<file path="config.mk">
export PLATFORM = sky130hd
export DESIGN_NAME = neighbor_table_aging
export DESIGN_NICKNAME = d
export VERILOG_FILES = /design/src/hw/rtl/nta_pkg.sv /design/src/hw/rtl/neighbor_table_aging.sv /design/src/hw/rtl/nta_front.sv /design/src/hw/rtl/nta_back.sv
export SDC_FILE = /design/constraint.sdc
export NUM_CORES = 1
export LEC_CHECK = 0
export ABC_AREA = 1
export BUFFER_PORTS_ARGS = -buffer_cell sky130_fd_sc_hd__buf_2
export CELL_PAD_IN_SITES_DETAIL_PLACEMENT = 0
export CELL_PAD_IN_SITES_GLOBAL_PLACEMENT = 1
export CORE_ASPECT_RATIO = 0.7
export CORE_UTILIZATION = 35
export CTS_CLUSTER_DIAMETER = 120
export CTS_CLUSTER_SIZE = 40
export DETAILED_ROUTE_END_ITERATION = 10
export PLACE_DENSITY = 0.57
export SYNTH_ARGS = -nofsm -noshare
export SYNTH_HDL_FRONTEND = slang
export SYNTH_SLANG_ARGS = --single-unit
</file>
<file path="constraint.sdc">
create_clock -name clk -period 4.91 [get_ports clk]
set_clock_uncertainty 0.05 [all_clocks]
set_input_delay 0.491 -clock clk [delete_from_list [all_inputs] [get_ports clk]]
set_output_delay 0.491 -clock clk [all_outputs]
set_load 0.03 [all_outputs]
</file>
<file path="src/hw/rtl/nta_pkg.sv">
// Shared types and constants of the neighbor table block.
// No dependencies; imported by every RTL module of the block.
package nta_pkg;

	localparam int ID_W       = 16;
	localparam int DIST_W     = 8;
	localparam int TIME_W     = 32;
	localparam int SLOT_W     = 3;
	localparam int COUNT_W    = 4;
	localparam int CFG_IDX_W  = 2;
	localparam int CFG_DATA_W = 32;
	localparam int QUEUE_DEPTH = 2;

	localparam logic CMD_MESSAGE = 1'b0;
	localparam logic CMD_TICK    = 1'b1;

	localparam logic [CFG_IDX_W-1:0] REG_THRESHOLD = 2'd0;
	localparam logic [CFG_IDX_W-1:0] REG_INTERVAL  = 2'd1;
	localparam logic [CFG_IDX_W-1:0] REG_MARKER    = 2'd2;

	localparam logic [DIST_W-1:0] THRESHOLD_RESET = 8'd100;
	localparam logic [TIME_W-1:0] INTERVAL_RESET  = 32'd64;
	localparam logic [ID_W-1:0]   MARKER_RESET    = 16'hFFFF;

	typedef struct packed {
		logic              command;
		logic [ID_W-1:0]   sender_id;
		logic [DIST_W-1:0] distance;
		logic [TIME_W-1:0] now;
	} item_t;

	typedef struct packed {
		logic  valid;
		item_t item;
	} queue_head_t;

	typedef struct packed {
		logic [DIST_W-1:0] distance_threshold;
		logic [TIME_W-1:0] forget_interval;
		logic [ID_W-1:0]   empty_marker;
	} cfg_t;

	typedef struct packed {
		logic [SLOT_W-1:0]  slot;
		logic               dropped;
		logic [COUNT_W-1:0] neighbor_count;
		logic               near;
	} result_t;

	typedef struct packed {
		logic [ID_W-1:0]   id;
		logic [DIST_W-1:0] distance;
		logic [DIST_W-1:0] prev_distance;
		logic [TIME_W-1:0] deadline;
	} entry_t;

	localparam entry_t ENTRY_RESET = '{
		id: MARKER_RESET, distance: '0, prev_distance: '0, deadline: '0
	};

endpackage

</file>
<file path="src/hw/rtl/neighbor_table_aging.sv">
// Neighbor table with aging. The back end walks every slot over a single-read-port
// memory, a read state and an evaluate state per slot, and a message that finds a
// slot then revisits it to write it. The front queue can take items while a walk
// runs, but the back end starts the next item only after reporting the last one.
// Results leave on a one-cycle strobe the receiver cannot stall. Async active-low
// reset clears control, the count, the slot valid bits and restores config.
module neighbor_table_aging import nta_pkg::*; #(
	parameter int SLOTS = 8
) (
	input  logic                  clk,
	input  logic                  arst_n,
	// command channel
	input  logic                  start,
	output logic                  busy,
	input  logic                  command,
	input  logic [ID_W-1:0]       sender_id,
	input  logic [DIST_W-1:0]     distance,
	input  logic [TIME_W-1:0]     now,
	// result strobe
	output logic                  done,
	output logic [SLOT_W-1:0]     slot,
	output logic                  dropped,
	output logic [COUNT_W-1:0]    neighbor_count,
	output logic                  near,
	// configuration write channel
	input  logic                  cfg_valid,
	output logic                  cfg_ready,
	input  logic [CFG_IDX_W-1:0]  cfg_index,
	input  logic [CFG_DATA_W-1:0] cfg_data
);

	cfg_t        cfg_q;
	item_t       item_in;
	queue_head_t head;
	logic        pop;
	result_t     result;

	// Config writes are always taken; an index past the register list is dropped.
	assign cfg_ready = 1'b1;

	always_ff @(posedge clk or negedge arst_n) begin
		if (!arst_n) begin
			cfg_q.distance_threshold <= THRESHOLD_RESET;
			cfg_q.forget_interval    <= INTERVAL_RESET;
			cfg_q.empty_marker       <= MARKER_RESET;
		end else if (cfg_valid && cfg_ready) begin
			unique case (cfg_index)
				REG_THRESHOLD: cfg_q.distance_threshold <= cfg_data[DIST_W-1:0];
				REG_INTERVAL:  cfg_q.forget_interval    <= cfg_data[TIME_W-1:0];
				REG_MARKER:    cfg_q.empty_marker       <= cfg_data[ID_W-1:0];
				default:       cfg_q <= cfg_q;
			endcase
		end
	end

	// Bundle the command fields into one item for the queue.
	assign item_in.command   = command;
	assign item_in.sender_id = sender_id;
	assign item_in.distance  = distance;
	assign item_in.now       = now;

	// Front end: take the item and queue it, so the table walk can lag behind.
	nta_front u_front (
		.clk     (clk),
		.arst_n  (arst_n),
		.start   (start),
		.busy    (busy),
		.item_in (item_in),
		.head    (head),
		.pop     (pop)
	);

	// Back end: walk every slot once, then (for a message) revisit the chosen
	// slot to write it. The near flag is rebuilt from per-slot bits on each walk.
	nta_back #(.SLOTS(SLOTS)) u_back (
		.clk    (clk),
		.arst_n (arst_n),
		.cfg    (cfg_q),
		.head   (head),
		.pop    (pop),
		.result (result),
		.done   (done)
	);

	assign slot           = result.slot;
	assign dropped        = result.dropped;
	assign neighbor_count = result.neighbor_count;
	assign near           = result.near;

endmodule

</file>
<file path="src/hw/rtl/nta_front.sv">
// Front end: accepts command items and holds them in a two-entry queue.
// Depends on nta_pkg.
module nta_front import nta_pkg::*; (
	input  logic        clk,
	input  logic        arst_n,
	input  logic        start,
	output logic        busy,
	input  item_t       item_in,
	output queue_head_t head,
	input  logic        pop
);

	localparam int FILL_W = $clog2(QUEUE_DEPTH + 1);

	item_t             q_mem [QUEUE_DEPTH];
	logic              wr_ptr_q;
	logic              rd_ptr_q;
	logic [FILL_W-1:0] fill_q;
	logic              push;
	logic              do_pop;
	item_t             item_clean;

	// keep only the low command bit, classify as message or tick
	always_comb begin
		item_clean = item_in;
		item_clean.command = (item_in.command == CMD_TICK) ? CMD_TICK : CMD_MESSAGE;
	end

	assign busy       = (fill_q == FILL_W'(QUEUE_DEPTH));
	assign push       = start && !busy;
	assign do_pop     = pop && (fill_q != '0);
	assign head.valid = (fill_q != '0);
	assign head.item  = q_mem[rd_ptr_q];

	always_ff @(posedge clk) begin
		if (push) begin
			q_mem[wr_ptr_q] <= item_clean;
		end
	end

	always_ff @(posedge clk or negedge arst_n) begin
		if (!arst_n) begin
			wr_ptr_q <= 1'b0;
			rd_ptr_q <= 1'b0;
			fill_q   <= '0;
		end else begin
			if (push) begin
				wr_ptr_q <= !wr_ptr_q;
			end
			if (do_pop) begin
				rd_ptr_q <= !rd_ptr_q;
			end
			unique case ({push, do_pop})
				2'b10:   fill_q <= fill_q + FILL_W'(1);
				2'b01:   fill_q <= fill_q - FILL_W'(1);
				default: fill_q <= fill_q;
			endcase
		end
	end

endmodule

</file>
<file path="src/hw/rtl/nta_back.sv">
// Back end: walks the neighbor table one slot at a time to update or expire.
// Depends on nta_pkg; fed by nta_front.
module nta_back import nta_pkg::*; #(
	parameter int SLOTS = 8
) (
	input  logic        clk,
	input  logic        arst_n,
	input  cfg_t        cfg,
	input  queue_head_t head,
	output logic        pop,
	output result_t     result,
	output logic        done
);

	localparam int IDX_W = (SLOTS > 1) ? $clog2(SLOTS) : 1;
	localparam int CNT_W = $clog2(SLOTS + 1);
	localparam logic [IDX_W-1:0] LAST_IDX = IDX_W'(SLOTS - 1);
	localparam logic [CNT_W-1:0] CNT_MAX  = CNT_W'(SLOTS);

	typedef enum logic [2:0] {
		S_IDLE, S_RD, S_EV, S_PICK, S_RD2, S_UPD, S_OUT
	} state_t;

	state_t           state_q;
	entry_t           mem [SLOTS];
	entry_t           rd_q;
	logic             rd_valid_q;
	logic [SLOTS-1:0] valid_q;
	logic [SLOTS-1:0] near_q;
	item_t            cur_q;
	logic [IDX_W-1:0] k_q;
	logic [IDX_W-1:0] match_k_q;
	logic [IDX_W-1:0] free_k_q;
	logic             match_f_q;
	logic             free_f_q;
	logic             drop_q;
	logic [CNT_W-1:0] count_q;

	entry_t ent;
	entry_t upd;
	entry_t cleared;
	entry_t wr_data;
	logic   wr_en;
	logic   is_tick;
	logic   id_hit;
	logic   id_free;
	logic   expired;
	logic   close;
	logic   new_close;

	always_comb begin
		ent      = rd_valid_q ? rd_q : ENTRY_RESET;
		is_tick  = (cur_q.command == CMD_TICK);
		id_hit   = (ent.id == cur_q.sender_id);
		id_free  = (ent.id == cfg.empty_marker);
		expired  = (ent.deadline != '0) && (cur_q.now >= ent.deadline);
		close    = (ent.id != cfg.empty_marker) && (ent.distance < cfg.distance_threshold);

		upd.id = cur_q.sender_id;
		if ((ent.distance == '0) && (ent.prev_distance == '0)) begin
			upd.distance      = cur_q.distance;
			upd.prev_distance = cur_q.distance;
		end else begin
			upd.distance      = cur_q.distance;
			upd.prev_distance = ent.distance;
		end
		upd.deadline = cur_q.now + cfg.forget_interval;
		new_close = (cur_q.sender_id != cfg.empty_marker)
			&& (cur_q.distance < cfg.distance_threshold);

		cleared = '{id: cfg.empty_marker, distance: '0, prev_distance: '0, deadline: '0};
		wr_en   = ((state_q == S_EV) && is_tick && expired) || (state_q == S_UPD);
		wr_data = (state_q == S_UPD) ? upd : cleared;
	end

	assign pop = (state_q == S_IDLE) && head.valid;

	always_ff @(posedge clk) begin
		if (wr_en) begin
			mem[k_q] <= wr_data;
		end
		rd_q <= mem[k_q];
	end

	always_ff @(posedge clk or negedge arst_n) begin
		if (!arst_n) begin
			state_q    <= S_IDLE;
			valid_q    <= '0;
			rd_valid_q <= 1'b0;
			near_q     <= '0;
			cur_q      <= '0;
			k_q        <= '0;
			match_k_q  <= '0;
			free_k_q   <= '0;
			match_f_q  <= 1'b0;
			free_f_q   <= 1'b0;
			drop_q     <= 1'b0;
			count_q    <= '0;
			result     <= '0;
			done       <= 1'b0;
		end else begin
			done       <= 1'b0;
			rd_valid_q <= valid_q[k_q];
			if (wr_en) begin
				valid_q[k_q] <= 1'b1;
			end
			unique case (state_q)
				S_IDLE: begin
					if (head.valid) begin
						cur_q     <= head.item;
						k_q       <= '0;
						match_f_q <= 1'b0;
						free_f_q  <= 1'b0;
						drop_q    <= 1'b0;
						state_q   <= S_RD;
					end
				end
				S_RD: begin
					state_q <= S_EV;
				end
				S_EV: begin
					if (is_tick) begin
						near_q[k_q] <= !expired && close;
						if (expired && (count_q != '0)) begin
							count_q <= count_q - CNT_W'(1);
						end
					end else begin
						near_q[k_q] <= close;
						if (!match_f_q && id_hit) begin
							match_f_q <= 1'b1;
							match_k_q <= k_q;
						end
						if (!free_f_q && id_free) begin
							free_f_q <= 1'b1;
							free_k_q <= k_q;
						end
					end
					if (k_q == LAST_IDX) begin
						state_q <= is_tick ? S_OUT : S_PICK;
					end else begin
						k_q     <= k_q + IDX_W'(1);
						state_q <= S_RD;
					end
				end
				S_PICK: begin
					priority if (match_f_q) begin
						k_q     <= match_k_q;
						state_q <= S_RD2;
					end else if (free_f_q) begin
						k_q <= free_k_q;
						if (count_q < CNT_MAX) begin
							count_q <= count_q + CNT_W'(1);
						end
						state_q <= S_RD2;
					end else begin
						drop_q  <= 1'b1;
						state_q <= S_OUT;
					end
				end
				S_RD2: begin
					state_q <= S_UPD;
				end
				S_UPD: begin
					near_q[k_q] <= new_close;
					state_q     <= S_OUT;
				end
				S_OUT: begin
					done                  <= 1'b1;
					result.slot           <= (is_tick || drop_q) ? '0 : SLOT_W'(k_q);
					result.dropped        <= drop_q;
					result.neighbor_count <= COUNT_W'(count_q);
					result.near           <= |near_q;
					state_q               <= S_IDLE;
				end
				default: state_q <= S_IDLE;
			endcase
		end
	end

endmodule

</file>
==> out/qor.csv <==
metric,value,unit
initial antenna violation count,4,
CTS root buffer,clkbuf_16,
Core Area,90500,sq um
Post-DP Area,34300,sq um
Critical Path Source Type,flip-flop,
share of power burned in registers,0.485,
Pre-antenna DRT Iters,5,
first-pass GRT wire length,134000,um
layout cells sized above 1,0.0951,
# clock sinks,781,
Post-synth EDFFs,562,
hold path endpoint,cfg_q[41],
Avg WL per Cell,22.2,um
FMAX,0.255,GHz
syn_area_per_cell,12.0,sq um
Fillers,8739,
# hold bufs at CTS,59,
Avg Vias per Cell,5.07,
max-cap violation count,0,
row cnt,92,
num ports,107,
Antenna Nets Post-Route,0,
sw power,7.66,mW
ys async rst share,0.209,
dpl hpwl,60300,um
"CTS clk-pin slew, worst paths",160,ps
Placer Congestion,0.837,
post-synthesis sequential area ratio,0.688,
post-route design area,35600,sq um
Slew @ Worst Pin,1220,ps
final design utilization,0.393,
nets,2982,
All-Layer GR Usage,0.192,
final wirelength,89600,um
Synth area leaders,"edfxtp_1, dfrtp_1, nand2_1",
GRT Residual Overflow,0,
peak supply drop,0.000389,V
Worst R2R End,u_back.mem[0][30],
drt drc,0,
Crit Reg-Reg Startpoint,u_back.rd_valid_q,
vias,20500,
area grow syn2layout,10.7,%
unrepaired setup endpoints after global routing,no,
Lkg Pwr,13.5,nW
die height,255,um
Finish-stage setup viols,0,
Setup TNS Final,0,ps
initial drt markers,1701,
Hold Startpoint,cfg_data[25],
Total Die Area,93000,sq um
Die X,364,um
final worst-path cycle share,0.800,
commonest cells in the netlist,"edfxtp_1, nand2_1, nor2_1",
kind of critical path,flip-flop to flip-flop,
clock network fraction of total power,0.149,
Synth Flop Type,edfxtp_1,
post-CTS setup buffer count,0,
CTS Buffer Depth,3,
outcome,finished clean,
PortBufs,105,
Worst R2R Path Depth,15,
vias in the first global route,20400,
Final Hold Vio Count,0,
worst reg-to-reg setup slack,980,ps
TritonCTS Buffers,23,
switching share of power,0.398,
initial core utilization,0.355,
Syn Nets,2847,
Internal,11.6,mW
largest net degree at the start of global routing,100,
worst-path maximum fanout,41,
Post-Syn Area,32100,sq um
relative slew slack,0.180,
"count leader, synth",edfxtp_1,
min Tclk post-route,3930,ps
Worst setup EP type,flip-flop,
CTS H-tree lvls,1,
Mapped Cells,2667,
worst min-delay path class,input port to flip-flop,
Hold Path Depth,2,
CP arrival,4210,ps
#FFs+latches synth,781,
Cell variety after synth,55,
Yosys top cell by area,edfxtp_1,
CTS tree,done,
"Slew Viols, Final",0,
Worst-Skew Late Latency,660,ps
part of the power in combinational logic,0.366,
Synth top area share,0.525,
Yosys warning total,0,
post_cts resized,0,
"Req. time, crit path",5190,ps
pwr/cell area,541,nW/um^2
worst max path at each step:
stage,start,to,slack (ps),depth (start not counted)
2_1_floorplan,u_back.rd_valid_q,u_back.mem[0][0],1160,18
3_3_place_gp,u_back.rd_valid_q,u_back.mem[0][31],1080,13
3_5_place_dp,u_back.rd_valid_q,u_back.mem[0][18],1050,15
4_1_cts,u_back.rd_valid_q,u_back.mem[0][31],1000,15
5_1_grt,u_back.rd_valid_q,u_back.mem[0][17],630,15
6_report,u_back.rd_valid_q,u_back.mem[0][30],980,15
per-layer routing:
metal / up-vias / share of wire / GRT usage
met2: 355 / 0.48 / 0.320
met1: 10400 / 0.47 / 0.274
met3: 52 / 0.038 / 0.0209
met4: 0 / 0.014 / 0.0267
li1: 9692 / - / -
met5: - / 0 / 0
final cells by class:
class	count	area (sq um)	area share
repair buffers	210	1650	0.0463
inverters	201	757	0.0213
clock inverters	3	40.0	0.00113
flip-flops and latches	781	22100	0.622
multi-input cells	1585	8850	0.249
well taps	1222	1530	0.0430
clock buffers	38	632	0.0178
diodes	2	5.00	0.000141
logic make-up after synthesis:
kind of cell	count (synthesis)	share of synthesized area
AOI/OAI and AO/OA	484	0.0986
xor gates and xnor gates	40	0.0114
adders and majority gates	85	0.0336
buffers and inverters	301	0.0381
DFF	781	0.688
muxes	16	0.00561
other	1	0.000117
and+or+nand+nor	959	0.125
critical path: stages, from the launching register on:
cell     delay (ps)
dfrtp_2         840
nand2_1         170
ha_1            350
nand2_1          50
nor2_1          180
nand3_1         130
nor2_1          110
nor2_1           50
nand2_1          90
nand2_1          60
nand2_1          90
nand2_1         250
nand2_2         260
nand2_1         110
inv_2           460
buf_12          280
metrics by stage:
stage / hold slack [ps] / setup WS [ps] / cells / power [mW]
2_1_floorplan: 145 / 1160 / 2667 / 13.8
3_3_place_gp: 390 / 1080 / 3939 / 16.6
3_5_place_dp: 399 / 1050 / 3939 / 16.6
4_1_cts: 0.838 / 999 / 4039 / 19.5
5_1_grt: 1.17 / 633 / 4040 / 20.6
6_report: 36.7 / 982 / 4042 / 19.2
flip-flops by register name, indices dropped and copies added (netlist names):
register           count
cfg_q                 56
u_back.count_q         4
u_back.cur_q          56
u_back.done            1
u_back.drop_q          1
u_back.free_f_q        1
u_back.free_k_q        3
u_back.is_tick         1
u_back.k_q             3
u_back.match_f_q       1
u_back.match_k_q       3
u_back.mem           448
u_back.near_q          8
u_back.rd_q           56
u_back.rd_valid_q      1
u_back.result          9
u_back.state_q         3
u_back.valid_q         8
u_front.fill_q         2
u_front.q_mem        114
u_front.rd_ptr_q       1
u_front.wr_ptr_q       1
power by group through the flow:
stage	Clock [mW]	Sequential, mW	Combinational [mW]
2_1_floorplan	0	9.08	4.70
3_3_place_gp	0	9.51	7.06
3_5_place_dp	0	9.52	7.10
4_1_cts	2.97	9.37	7.16
5_1_grt	3.16	9.46	7.95
6_report	2.86	9.33	7.04
cell usage in the layout (no fill, tap or decap), types with 16 or more instances in the layout:
cell type and instances:
a21oi_1 99, dlygate4sd3_1 60, nand2_1 557, xor2_1 31
edfxtp_1 562, a221oi_1 58, buf_2 104, nand4_1 74
inv_1 182, nor2_1 236, a22o_1 37, mux2_2 16
inv_2 17, clkbuf_16 23, o21ai_0 128, buf_4 31
o31ai_1 59, dfxtp_1 56, ha_1 83, nand3_1 40
dfrtp_1 141, dfstp_2 20, a22oi_1 56
(Power assumes the default switching activity.)
